[config.mk]
export PLATFORM = sky130hd
export DESIGN_NAME = fadet_div
export DESIGN_NICKNAME = d
export VERILOG_FILES = /design/src/rtl/core/fadet_pkg.sv /design/src/rtl/core/fadet_div.sv
export SDC_FILE = /design/constraint.sdc
export NUM_CORES = 1
export LEC_CHECK = 0
export BUFFER_PORTS_ARGS = -buffer_cell sky130_fd_sc_hd__buf_2
export CORE_MARGIN = 5
export CORE_UTILIZATION = 55
export CTS_BUF_LIST = sky130_fd_sc_hd__clkbuf_8
export CTS_CLUSTER_SIZE = 8
export DETAILED_ROUTE_END_ITERATION = 8
export HOLD_SLACK_MARGIN = 0.15
export PLACE_DENSITY = 0.77
export SLEW_MARGIN = 25
export SYNTH_ARGS = -nofsm -noshare
export SYNTH_HDL_FRONTEND = slang
export SYNTH_SLANG_ARGS = --single-unit
[constraint.sdc]
create_clock -name clk -period 3.4 [get_ports clk]
set_input_delay 0.68 -clock clk [delete_from_list [all_inputs] [get_ports clk]]
set_output_delay 0.68 -clock clk [all_outputs]
set_load 0.01 [all_outputs]
[src/rtl/core/fadet_pkg.sv]
// ----------------------------------------------------------------------------
// fadet_pkg
// Shared types and constants of the frame-average motion detector: register
// indexes, field widths, arithmetic constants, control state and the request
// and result bundles of the percent divider.
// ----------------------------------------------------------------------------
`default_nettype none

package fadet_pkg;

  // field widths
  localparam int PIX_W   = 8;
  localparam int COORD_W = 8;
  localparam int ACC_W   = 24;
  localparam int PCT_W   = 16;
  localparam int HIST_W  = 32;
  localparam int IDX_W   = 3;
  localparam int FCNT_W  = 4;

  // configuration register indexes
  localparam logic [IDX_W-1:0] REG_AVG_FRAMES  = 3'd0;
  localparam logic [IDX_W-1:0] REG_AREA_LEFT   = 3'd1;
  localparam logic [IDX_W-1:0] REG_AREA_TOP    = 3'd2;
  localparam logic [IDX_W-1:0] REG_AREA_WIDTH  = 3'd3;
  localparam logic [IDX_W-1:0] REG_AREA_HEIGHT = 3'd4;
  localparam logic [IDX_W-1:0] REG_MIN_MOTION  = 3'd5;
  localparam logic [IDX_W-1:0] REG_MAX_MOTION  = 3'd6;

  // percent scale and divide-by-three reciprocal (exact for sums up to 765)
  localparam int PERCENT_SCALE = 100;
  localparam int DIV3_MUL      = 683;
  localparam int DIV3_SHIFT    = 11;

  // frame counter saturates here
  localparam logic [FCNT_W-1:0] FCNT_MAX = 4'hF;

  // percent divider: |sum-min|*100 < 2^31, |max-min| < 2^24
  localparam int DIV_NUM_W = 31;
  localparam int DIV_DEN_W = 24;
  localparam int DIV_STEPS = DIV_NUM_W;
  localparam int DIV_CNT_W = 5;

  localparam logic signed [PCT_W-1:0] PCT_SAT_HI = 16'sh7FFF;
  localparam logic signed [PCT_W-1:0] PCT_SAT_LO = 16'sh8000;

  typedef enum logic [1:0] {
    ST_CLEAR,
    ST_RUN,
    ST_DIV,
    ST_REPORT
  } fadet_state_t;

  typedef struct packed {
    logic                 start;
    logic [DIV_NUM_W-1:0] num;
    logic [DIV_DEN_W-1:0] den;
    logic                 neg;
  } div_req_t;

  typedef struct packed {
    logic                    done;
    logic signed [PCT_W-1:0] percent;
  } div_res_t;

endpackage

`default_nettype wire

[src/rtl/core/fadet_div.sv]
// ----------------------------------------------------------------------------
// fadet_div
// Radix-2 restoring divider for the motion percent. Divides magnitudes one
// quotient bit per cycle, then applies the sign and saturates to 16 bits.
// ----------------------------------------------------------------------------
`default_nettype none

module fadet_div (
  input  logic                 clk,
  input  logic                 rst,
  input  fadet_pkg::div_req_t  req,
  output fadet_pkg::div_res_t  res
);
  import fadet_pkg::*;

  logic                 busy;
  logic                 done;
  logic [DIV_CNT_W-1:0] cnt;
  logic [DIV_DEN_W-1:0] rem;
  logic [DIV_NUM_W-1:0] quo;
  logic [DIV_DEN_W-1:0] dvs;
  logic                 neg;

  logic [DIV_DEN_W:0]   shifted;
  logic [DIV_DEN_W+1:0] trial;
  logic                 fits;
  logic [DIV_DEN_W-1:0] rem_next;
  logic [DIV_NUM_W-1:0] quo_next;

  // one restoring step: bring down the next dividend bit, try subtract
  always_comb begin
    shifted  = {rem, quo[DIV_NUM_W-1]};
    trial    = {1'b0, shifted} - {2'b00, dvs};
    fits     = !trial[DIV_DEN_W+1];
    rem_next = fits ? trial[DIV_DEN_W-1:0] : shifted[DIV_DEN_W-1:0];
    quo_next = {quo[DIV_NUM_W-2:0], fits};
  end

  // control
  always_ff @(posedge clk) begin
    if (rst) begin
      busy <= 1'b0;
      done <= 1'b0;
      cnt  <= '0;
    end else begin
      done <= 1'b0;
      if (req.start) begin
        busy <= 1'b1;
        cnt  <= '0;
      end else if (busy) begin
        cnt <= cnt + 1'b1;
        if (cnt == DIV_CNT_W'(DIV_STEPS - 1)) begin
          busy <= 1'b0;
          done <= 1'b1;
        end
      end
    end
  end

  // datapath
  always_ff @(posedge clk) begin
    if (req.start) begin
      rem <= '0;
      quo <= req.num;
      dvs <= req.den;
      neg <= req.neg;
    end else if (busy) begin
      rem <= rem_next;
      quo <= quo_next;
    end
  end

  // sign and saturation; stable until the next start
  always_comb begin
    res.done = done;
    if (!neg) begin
      if (quo > DIV_NUM_W'(32767)) res.percent = PCT_SAT_HI;
      else                         res.percent = $signed(quo[PCT_W-1:0]);
    end else begin
      if (quo > DIV_NUM_W'(32768)) res.percent = PCT_SAT_LO;
      else                         res.percent = $signed(PCT_W'(~quo[PCT_W-1:0] + 1'b1));
    end
  end

endmodule

`default_nettype wire

Yosys cells after proc, flatten, opt, wreduce, memory -nomap -nowiden
Cells that the tools add are included.
{ "word_totals": {"rom_bits": 0, "memories": 0, "ff_bits": 87, "ram_bits": 0, "elab_cells": 29, "latch_bits": 0} }
{ "classes": {"magnitude_cmp": 2, "bitwise": 2, "eq_ne": 1, "mux": 10, "div_mod_pow": 0, "shifts": 0, "n_addsub": 3, "n_mul": 0, "n_reduce_logical": 4} }
{ "op_table": {"columns": ["op", "count"], "rows": [
  ["$mux 31", 2],
  ["$mux 16", 3],
  ["$gt 31x15->1 const B", 1],
  ["$gt 31x16->1 const B", 1],
  ["$sub 25x24->26", 1],
  ["$mux 24", 1],
  ["$add 16x1->16 const B", 1],
  ["$not 16->16", 1],
  ["$add 5x1->5 const B", 1],
  ["$eq 5x5->1 const B", 1],
  ["$mux 1", 4],
  ["$reduce_or 3->1", 1],
  ["$reduce_bool 2->1", 1],
  ["$reduce_or 2->1", 1],
  ["$logic_not 1->1", 1],
  ["$not 1->1", 1]
]} }

Depth between registers and ports, before layout
Gate-level depths: netlist of the first run.
{ "logic_depth": {"depth_word": 4, "ltp_mapped": 12, "mapped_depth_nobuf": 11} }

Worst setup path after synthesis of the first run
No wires, ideal clock.
{ "synth_timing": {"path_kind": "reg2out", "startpoint": "register quo[0]", "endpoint": "output port res[3] in the netlist's numbering", "n_path_buf": 0, "path_stages_with_launch": 10, "required_ns": 2.720, "setup_slack_ns": 0.056, "arrival_ns": 2.664, "path_cell_list": "edfxtp_1 -> inv_1 -> ha_1 -> nand3b_1 -> or4_4 -> or4_1 -> a21o_1 -> clkinv_2 -> nand2_2 -> o311ai_0"} }
{ "synth_rtl": {"columns": ["item", "line_no", "text"], "rows": [
  ["start: declaration", "fadet_div.sv:20", "logic [DIV_NUM_W-1:0] quo;"],
  ["start signal: assignment", "fadet_div.sv:64", "quo <= req.num;"],
  ["start signal: assignment", "fadet_div.sv:69", "quo <= quo_next;"],
  ["end: declaration", "fadet_div.sv:12", "output fadet_pkg::div_res_t res"]
]} }

==> impl_results.rst, run 1 <==
.. list-table::
   :header-rows: 1

   * - Metric
     - Value
   * - Layout cells sized above 1
     - 27.06%
   * - Asr flop ratio synth
     - 0%
   * - Core Box Area
     - 9639 um^2
   * - Gr ovfl total
     - 0
   * - Cts bufs inserted
     - 9
   * - Fin Clk Skew
     - 0.01493 ns
   * - Final Hold Fails
     - 0
   * - Number of flops mapped to enable cells by yosys
     - 56
   * - CTS Hold Buffers Added
     - 0
   * - Number of antenna violations at the first check in global routing
     - 0
   * - Count of pins over their slew limit
     - 0
   * - Placement-stage cell area
     - 5972 um^2
   * - Total of fill cells in the finished design
     - 827
   * - Number of global-route vias before repair
     - 4,346
   * - Worst-case setup margin in the final layout
     - -0.3186 ns
   * - H-tree levels
     - 3
   * - Post-Layout Inst Area
     - 6324 um^2
   * - Leading post-synthesis cells by instance count
     - edfxtp_1 (56), inv_1 (44), nor2_1 (43)
   * - Flip-flop and latch count after synthesis
     - 87
   * - Yosys warnings
     - 0
   * - Aggregate routed wire length
     - 12,280 um
   * - ANT nets after route
     - 0
   * - Flip-flop cell with the highest count after synthesis
     - edfxtp_1
   * - Pin slew with the least headroom to its limit
     - 0.8516 ns
   * - Worst vdd rail ir drop
     - 0.0002513 V
   * - Area added between synthesis and finish
     - 18.06%
   * - Total instance count after detailed placement
     - 755
   * - Tot Pwr
     - 0.002677 W
   * - Clock input transition at the sequential cells of the worst setup and hold paths
     - 0.10 ns
   * - Portion of the clock cycle consumed by the worst path in the final layout
     - 109.4%
   * - Standby leakage power
     - 2.628 nW
   * - Die area
     - 11,810 um^2
   * - Count of buffers from port buffering
     - 75
   * - Max-capacitance violation count
     - 0
   * - Minimum period implied by the final worst setup slack
     - 3.719 ns
   * - Start-to-end type of the worst setup path
     - register to output port
   * - Failing checks
     - setup timing
   * - Pwr Density
     - 423.4 nW/um^2
   * - Post-route setup TNS
     - -3.074 ns
   * - Highest clock rate
     - 268.9 MHz
   * - Setup repair after global routing missed its margin
     - yes
   * - Critical Path Source Type
     - register
   * - Worst slew slack as a fraction of its limit
     - 43.23%
   * - Crit path DAT
     - 3.04 ns
   * - Detailed-routing iteration count for the pre-antenna-repair pass
     - 5
   * - Nets@finish
     - 726
   * - Top-level I/O count
     - 76
   * - Seq/Total Area, Yosys
     - 42.98%
   * - Count of non-filler cells in the finished layout
     - 776
   * - Clock network latency to the later pin of the worst-skew pair
     - 0.37 ns
   * - Crit-path max FO
     - 6
   * - Vias after detailed routing
     - 4,588
   * - DRC errors left
     - 0
   * - Root Buffer Master
     - clkbuf_8
   * - Clock sink total
     - 87
   * - Mean Syn Cell Area
     - 9.669 um^2
   * - Result of the run
     - finished with violations
   * - Final HPWL DP
     - 8640 um
   * - Min-Delay Path Class
     - primary input to register
   * - Maximum buffer depth of the clock tree
     - 2
   * - Die Y
     - 108.7 um
   * - Synth Cell Area
     - 5356 um^2
   * - Setup violation total in the final timing report
     - 15
   * - Distinct cell type count of the synthesized netlist
     - 66
   * - Vias per std cell
     - 5.912
   * - Number of nets produced by synthesis
     - 642
   * - Width of the chip
     - 108.7 um
   * - Placer Congestion
     - 0.9684
   * - Final-layout worst hold slack
     - 0.4735 ns
   * - Cell types with the largest area share after synthesis
     - edfxtp_1 (31%), dfxtp_1 (12%), ha_1 (6.5%), mux2_2 (5.9%), o21ai_0 (3.6%)
   * - Iter 0 DRT Violations
     - 236
   * - Crit. End Element
     - output port
   * - Tot GR Track Use
     - 21.25%
   * - Post-synthesis cell type with the largest combined area
     - edfxtp_1
   * - Starting density of the core
     - 55.57%
   * - Fraction of synthesized cell area taken by the top area cell type
     - 31.39%
   * - Cell count after synthesis
     - 554
   * - Num rows
     - 36
   * - Maximum number of pins on one net before global-route repair
     - 82
   * - First-pass GRT wire length
     - 20,020 um
   * - Data required time of the worst path
     - 2.72 ns
   * - Number of antenna repair diodes
     - 0
   * - Most common cell in the netlist
     - edfxtp_1
   * - Mean routed wirelength per cell
     - 15.82 um
   * - TritonCTS clock tree
     - built
[critical path, stage by stage (launching register included)]
cell and delay [ns]:
edfxtp_1 0.41, inv_1 0.10, ha_1 0.16, nand3b_1 0.10, or4_4 0.49, or4_1 0.41
a21o_1 0.23, buf_6 0.15, o41ai_2 0.27, nand2_1 0.09, o311ai_1 0.09, buf_2 0.18
[routing by layer]
metal,global-route usage (%),share of wire (%)
met1,26.62,43
met2,35.92,49
met3,3.967,5.7
met4,9.107,2.3
met5,0,0
[flip-flops by register name, indices dropped and copies added, names as in the netlist]
register / cells
done: 1
cnt: 5
neg: 1
dvs: 24
quo: 31
busy: 1
rem: 24
[final timing paths]
path                 from       to  slack [ns]  depth (start not counted)
setup / recovery   quo[1]  res[10]       -0.32                         11
hold / removal    req[11]  dvs[10]        0.47                          1
setup reg to reg  quo[30]  rem[12]        0.31                         11
hold reg to reg   rem[23]  rem[23]        0.49                          1
[cell usage in the layout, fill, tap and decap left out, types with 7 or more instances in the layout]
cell type,instances
nor3_1,17
clkbuf_8,9
edfxtp_1,56
dfxtp_1,31
a21oi_1,20
ha_1,28
xnor2_1,10
inv_1,43
or3_1,7
buf_2,74
buf_4,23
or3b_1,10
nand2_1,39
xor2_1,9
mux2_2,28
nand4_1,12
nor2_1,43
o21ai_0,37
a311oi_1,19
[stage by stage]
stage	setup WS [ns]	utilization [%]
after global placement	0.06863	61.95
after CTS	-0.3234	64.86
after floorplan	0.05559	-
final	-0.3186	65.60
after global routing	-0.4676	65.60
after detailed placement	-0.02380	61.95
[cell families after synthesis]
kind of cell	after synthesis	synth area share, %
buf+inv	76	5.630
flops	87	42.98
xor+xnor	19	3.107
fa+ha+maj	29	6.914
compound gates	145	18.80
simple gates	169	16.49
mux	29	6.073
[where the power goes]
part / total [W] / switching (W) / leakage (nW) / internal, W
clock: 0.000713 / 0.000422 / 0.101 / 0.000291
combinational: 0.000672 / 0.000370 / 1.72 / 0.000302
sequential: 0.00129 / 0.0000647 / 0.811 / 0.00123
total: 0.00268 / 0.000857 / 2.63 / 0.00182
[area by class of cell]
type	count	area [um^2]	area share, %
multi-input cells	392	2859	45.21
flip-flops and latches	87	2302	36.41
repair buffers	103	628.1	9.933
inverters	45	170.2	2.691
well taps	133	166.4	2.632
clock buffers	9	123.9	1.959
clock inverters	7	73.82	1.167
[repair_timing]
item                                   in CTS  in global routing
cloned                                      1                  0
endpoints found under the hold margin       0                  0
setup endpoints to repair                  16                 16
setup buffers                               2                  2
gates resized for setup                    10                 11
pin swaps                                   9                  2
No activity file was read; power rests on OpenSTA's default activity.
==> inputs of run 2 (changes only) <==
- ABC_AREA: default -> 1
- CORE_MARGIN: 5 -> 3
- PLACE_DENSITY: 0.77 -> 0.76
==> impl_results.rst, run 2 <==
.. list-table::
   :header-rows: 1

   * - Metric
     - Value
   * - Result of the run
     - finished clean
   * - Fin Clk Skew
     - 0.01343 ns
   * - Setup violation total in the final timing report
     - 0
   * - Iter 0 DRT Violations
     - 323
   * - Minimum period implied by the final worst setup slack
     - 3.155 ns
   * - R2r worst-path depth
     - 13
   * - Flip-flop count of the largest register, all copies and words added
     - 31
   * - Reg with most FFs
     - quo
   * - Most common cell after layout, fill and taps aside
     - nand2_1
   * - Worst vdd rail ir drop
     - 0.0003099 V
   * - Cell count after synthesis
     - 861
   * - Cell-internal power
     - 0.001693 W
   * - Die area
     - 12,390 um^2
   * - Count of buffers from port buffering
     - 75
   * - Critical path origin
     - quo[0]
   * - Number of antenna repair diodes
     - 0
   * - Asr flop ratio synth
     - 0%
   * - Aggregate routed wire length
     - 14,130 um
   * - Start-to-end type of the worst setup path
     - register to output port
   * - Mean Syn Cell Area
     - 7.086 um^2
   * - Post-CTS Setup Repair Bufs
     - 0
   * - DRC errors left
     - 0
   * - Min-Delay Startpoint
     - rst
   * - Synth Cell Area
     - 6101 um^2
   * - Power share of the combinational group
     - 15.7%
   * - Switching power share of the total
     - 29.37%
   * - Critical Path Source Type
     - register
   * - Maximum buffer depth of the clock tree
     - 2
   * - Post-synthesis cell type with the largest combined area
     - edfxtp_1
   * - Seq/Total Area, Yosys
     - 37.74%
   * - Largest registers
     - quo: 31 flops, dvs: 24 flops, rem: 24 flops
   * - Portion of the clock cycle consumed by the worst path in the final layout
     - 92.78%
   * - Number of antenna violations at the first check in global routing
     - 0
   * - Final Hold Fails
     - 0
   * - Clock sink total
     - 87
   * - Commonest non-fill, non-tap cells in the layout
     - nand2_1 (287), inv_1 (150), buf_2 (75), nand3_1 (59), edfxtp_1 (56)
   * - Fraction of synthesized cell area taken by the top area cell type
     - 27.56%
   * - Min-Delay Path Class
     - primary input to register
   * - Clock network latency to the later pin of the worst-skew pair
     - 0.39 ns
   * - Resize count post-CTS
     - 0
   * - Max-capacitance violation count
     - 0
   * - Gr ovfl total
     - 0
   * - Vias per std cell
     - 5.128
   * - Leading post-synthesis cells by instance count
     - nand2_1 (288), inv_1 (150), nand3_1 (59)
   * - Number of global-route vias before repair
     - 5,318
   * - Tot GR Track Use
     - 23.66%
   * - Data required time of the worst path
     - 2.72 ns
   * - Num rows
     - 37
   * - Final HPWL DP
     - 10,570 um
   * - Clock input transition at the sequential cells of the worst setup and hold paths
     - 0.09 ns
   * - Beginning of the worst register-to-register path
     - dvs[15]
   * - Number of flops mapped to enable cells by yosys
     - 56
   * - Vias after detailed routing
     - 5,507
   * - Count of pins over their slew limit
     - 0
   * - Pin slew with the least headroom to its limit
     - 0.5951 ns
   * - Cts bufs inserted
     - 9
   * - Crit path DAT
     - 2.47 ns
   * - Worst slew slack as a fraction of its limit
     - 60.24%
   * - Worst r2r dst
     - rem[2]
   * - Highest clock rate
     - 317.0 MHz
   * - TritonCTS clock tree
     - built
   * - Starting density of the core
     - 57.80%
   * - Placer Congestion
     - 0.9678
   * - Crit. End Element
     - output port
   * - Crit-path max FO
     - 8
   * - Reg2Reg Setup Slack
     - 0.97 ns
   * - Sequential Power Share
     - 51.9%
   * - ANT nets after route
     - 0
   * - CTS Hold Buffers Added
     - 0
   * - Flip-flop and latch count after synthesis
     - 87
   * - Placement-stage cell area
     - 6570 um^2
   * - Top-level I/O count
     - 76
   * - Area added between synthesis and finish
     - 11.14%
   * - Flip-flop cell with the highest count after synthesis
     - edfxtp_1
   * - Die Y
     - 111.3 um
   * - Pre-CTS WS
     - 0.6461 ns
   * - Number of nets produced by synthesis
     - 949
   * - Maximum number of pins on one net before global-route repair
     - 46
   * - Pwr Density
     - 353.4 nW/um^2
   * - Portion of total power attributed to the clock network
     - 32.5%
   * - Detailed-routing iteration count for the pre-antenna-repair pass
     - 6
   * - Root Buffer Master
     - clkbuf_8
   * - Most common cell in the netlist
     - nand2_1
   * - Layout cells sized above 1
     - 15.14%
   * - NetSw
     - 0.0007038 W
   * - First-pass GRT wire length
     - 24,290 um
   * - Setup repair after global routing missed its margin
     - no
   * - Mean routed wirelength per cell
     - 13.16 um
   * - Standby leakage power
     - 3.521 nW
   * - Cell types with the largest area share after synthesis
     - edfxtp_1 (28%), nand2_1 (18%), dfxtp_1 (10%), inv_1 (9.2%), ha_1 (5.7%)
   * - Distinct cell type count of the synthesized netlist
     - 43
   * - H-tree levels
     - 3
   * - Total of fill cells in the finished design
     - 965
   * - Yosys warnings
     - 0
   * - Core Box Area
     - 10,560 um^2
   * - Width of the chip
     - 111.3 um
   * - Worst-case setup margin in the final layout
     - 0.2453 ns
   * - Post-route setup TNS
     - 0 ns
   * - Post-Layout Inst Area
     - 6780 um^2
   * - Nets@finish
     - 1,021
   * - Endpoint of the most critical setup path
     - res[3]
[run 2: critical path, stage by stage, from the launching register on]
cell      delay, ns
edfxtp_1       0.45
inv_1          0.15
ha_1           0.19
nand2_1        0.06
inv_1          0.07
nand2_1        0.08
nor2_2         0.17
nand2_1        0.09
a21oi_2        0.25
nand2_2        0.17
o21ai_0        0.24
buf_2          0.17
[run 2: worst min-delay path by stage]
stage,cells past startpoint,to,slack (ns)
detailed placement,2,rem[6],0.46
global placement,2,rem[6],0.46
CTS,2,busy,0.43
global route,1,dvs[1],0.43
floorplan,2,rem[10],0.44
finish,2,busy,0.44
[run 2: cells by family after synthesis]
family | after synthesis | synth area share, %
flip-flops | 87 | 37.74
AO/OA/AOI/OAI | 79 | 7.076
AND/OR/NAND/NOR | 468 | 34.62
buffers and inverters | 179 | 11.77
XOR/XNOR | 19 | 2.728
adder cells (fa/ha/maj) | 29 | 6.071
[run 2: power by group through the flow]
stage | registers [W] | logic [W] | clock network, W
after floorplan | 0.00125 | 0.000252 | 0
after global placement | 0.00127 | 0.000370 | 0
after detailed placement | 0.00127 | 0.000372 | 0
after CTS | 0.00124 | 0.000375 | 0.000796
after global routing | 0.00125 | 0.000424 | 0.000840
final | 0.00124 | 0.000375 | 0.000778
[run 2: cell type report]
type / count / area, um^2 / share of cell area, %
repair buffers: 81 / 420.4 / 6.200
flip-flops and latches: 87 / 2302 / 33.95
well taps: 136 / 170.2 / 2.510
clock buffers: 9 / 123.9 / 1.827
clock inverters: 7 / 83.83 / 1.236
inverters: 159 / 596.8 / 8.802
multi-input cells: 595 / 3083 / 45.47
[run 2: per-stage QoR]
stage / total power (W) / hold slack, ns / util [%] / std cells
6_report: 0.002396 / 0.4442 / 64.24 / 1074
5_1_grt: 0.002515 / 0.4334 / 64.24 / 1074
4_1_cts: 0.002414 / 0.4302 / 64.21 / 1074
3_5_place_dp: 0.001638 / 0.4607 / 62.25 / 1058
3_3_place_gp: 0.001635 / 0.4595 / 62.25 / 1058
2_1_floorplan: 0.001505 / 0.4436 / - / 861
[run 2: metal layers]
metal / up-vias / track usage (%) / share of wire [%]
li1: 2869 / - / -
met1: 2475 / 30.32 / 45
met2: 141 / 39.93 / 47
met3: 22 / 4.858 / 6.0
met4: 0 / 8.029 / 1.9
met5: - / 0 / 0
==> inputs of run 3 (changes only) <==
- CTS_BUF_LIST: sky130_fd_sc_hd__clkbuf_8 -> default
- clock period: 3.4 -> 4.1 ns (I/O delays scaled with it)
==> impl_results.rst, run 3 (synthesized netlist as in run 2, its figures left out) <==
.. list-table::
   :header-rows: 1

   * - Metric
     - Value
   * - Area added between synthesis and finish
     - 10.56%
   * - Buf/Inv on CP
     - 3
   * - CP dominant cell by count
     - nand2_1
   * - H-tree levels
     - 3
   * - Tot GR Track Use
     - 23.42%
   * - Final HPWL DP
     - 10,320 um
   * - M2 GR Usage
     - 38.88%
   * - Die area
     - 12,390 um^2
   * - Fraction of the core area covered by cells at the end of the flow
     - 63.90%
   * - Num rows
     - 37
   * - Width of the chip
     - 111.3 um
   * - Crit path DAT
     - 2.50 ns
   * - Clock input transition at the sequential cells of the worst setup and hold paths
     - 0.09 ns
   * - Post-Layout Inst Area
     - 6745 um^2
   * - Fin Clk Skew
     - 0.01124 ns
   * - Critical Path Source Type
     - register
   * - Placer Congestion
     - 0.9689
   * - Count of pins over their slew limit
     - 0
   * - Clock network latency to the later pin of the worst-skew pair
     - 0.38 ns
   * - Top-level I/O count
     - 76
   * - Result of the run
     - finished clean
   * - Gr ovfl total
     - 0
   * - Count of buffers from port buffering
     - 75
   * - Vias after detailed routing
     - 5,450
   * - Longest individual stage delay on the worst path
     - 0.46 ns
   * - Detailed-routing iteration count for the pre-antenna-repair pass
     - 5
   * - Maximum buffer depth of the clock tree
     - 2
   * - Max-capacitance violation count
     - 0
   * - Standby leakage power
     - 3.495 nW
   * - Cell with the biggest individual delay on the critical path
     - edfxtp_1
   * - Setup violation total in the final timing report
     - 0
   * - Worst vdd rail ir drop
     - 0.0002098 V
   * - Kind of cell with the highest combined delay on the critical path
     - simple AND/OR/NAND/NOR gates
   * - Maximum number of pins on one net before global-route repair
     - 72
   * - Number of antenna violations at the first check in global routing
     - 0
   * - Minimum period implied by the final worst setup slack
     - 3.322 ns
   * - TritonCTS clock tree
     - built
   * - Crit-path max FO
     - 8
   * - Worst-case setup margin in the final layout
     - 0.7781 ns
   * - Worst slew slack as a fraction of its limit
     - 56.59%
   * - Setup repair after global routing missed its margin
     - no
   * - Nets@finish
     - 1,020
   * - Root Buffer Master
     - clkbuf_8
   * - Core Box Area
     - 10,560 um^2
   * - Peak-usage layer in the global routing report
     - met2
   * - Iter 0 DRT Violations
     - 299
   * - Reg2Reg Setup Slack
     - 1.69 ns
   * - Data required time of the worst path
     - 3.28 ns
   * - Resize count post-CTS
     - 0
   * - Clock sink total
     - 87
   * - Aggregate routed wire length
     - 13,950 um
   * - Cts bufs inserted
     - 9
   * - Largest registers
     - quo: 31 flops, dvs: 24 flops, rem: 24 flops
   * - Starting density of the core
     - 57.80%
   * - Tot Pwr
     - 0.001928 W
   * - Min-Delay Path Class
     - register to register
   * - Met1 global-route usage
     - 30.08%
   * - Die Y
     - 111.3 um
   * - Post-route setup TNS
     - 0 ns
   * - Total of fill cells in the finished design
     - 1,018
   * - Most common cell after layout, fill and taps aside
     - nand2_1
   * - CTS Hold Buffers Added
     - 0
   * - ANT nets after route
     - 0
   * - Layout cells sized above 1
     - 14.83%
   * - Pin slew with the least headroom to its limit
     - 0.6512 ns
   * - Number of global-route vias before repair
     - 5,228
   * - Fraction of met3 tracks used by global routing
     - 6.932%
   * - Post-CTS Setup Repair Bufs
     - 0
   * - Commonest non-fill, non-tap cells in the layout
     - nand2_1 (288), inv_1 (150), buf_2 (75), nand3_1 (59), edfxtp_1 (56)
   * - Start-to-end type of the worst setup path
     - register to output port
   * - Pwr Density
     - 285.8 nW/um^2
   * - Pre-CTS WS
     - 1.250 ns
   * - First-pass GRT wire length
     - 23,990 um
   * - DRC errors left
     - 0
   * - Flip-flop count of the largest register, all copies and words added
     - 31
   * - Vias per std cell
     - 5.079
   * - Final Hold Fails
     - 0
   * - Number of antenna repair diodes
     - 0
   * - Placement-stage cell area
     - 6563 um^2
   * - Crit. End Element
     - output port
   * - Mean routed wirelength per cell
     - 13.00 um
   * - Cell breakdown of the critical path
     - inv_1 -> ha_1 -> nand2_1 -> inv_1 -> nand2_1 -> nor2_2 -> nand2_1 -> a21oi_2 -> nand2_1 -> o21ai_0 -> buf_2
   * - Portion of the clock cycle consumed by the worst path in the final layout
     - 81.02%
   * - Reg with most FFs
     - quo
   * - Highest clock rate
     - 301.0 MHz
## run 3: cell types whose count changed in the layout (fill, tap and decap cells not counted)
cell	before	now
inv_4	0	1
buf_4	6	5
inv_8	2	1
clkinvlp_4	0	2
bufinv_16	1	0
clkbuf_8	9	10
clkinv_2	1	0
clkbuf_1	0	1
inv_6	3	1
nand2_2	13	12
nand2_1	287	288
## run 3: tightest hold or removal path: stages, from the launching register on
cell and delay, ns:
dfxtp_1 0.33, nand2_1 0.06, nand2_1 0.05
## run 3: final timing paths
kind | startpoint | endpoint | cells after the start
worst max-delay path | quo[0] | res[12] | 11
worst min-delay path | rem[15] | rem[15] | 2
worst max register to register | dvs[15] | rem[13] | 13
worst min register to register | rem[15] | rem[15] | 2
## run 3: where the power goes
group | total, W | leakage [nW] | switching (W) | internal [W]
clock | 0.000589 | 0.0884 | 0.000345 | 0.000244
sequential | 0.00103 | 0.814 | 0.0000349 | 0.000997
combinational | 0.000307 | 2.59 | 0.000197 | 0.000110
## run 3: through the flow
| step | cells | hold WS, ns |
|---|---|---|
| after floorplan | 861 | 0.4436 |
| after global placement | 1057 | 0.4598 |
| after detailed placement | 1057 | 0.4602 |
| after CTS | 1073 | 0.4762 |
| after global routing | 1073 | 0.5062 |
| final | 1073 | 0.4756 |
## run 3: final cells by class
class | count | area, um^2 | share of cell area, %
Clock buffer | 11 | 141.4 | 2.096
Sequential cell | 87 | 2302 | 34.13
Timing Repair Buffer | 80 | 412.9 | 6.121
Multi-Input combinational cell | 595 | 3080 | 45.67
Clock inverter | 5 | 41.29 | 0.6121
Tap cell | 136 | 170.2 | 2.523
Inverter | 159 | 596.8 | 8.848
## run 3: layer usage
metal,vias up,part of all wire (%)
met1,2407,45
met4,0,1.5
met5,-,0
met3,19,7.0
li1,2864,-
met2,160,47
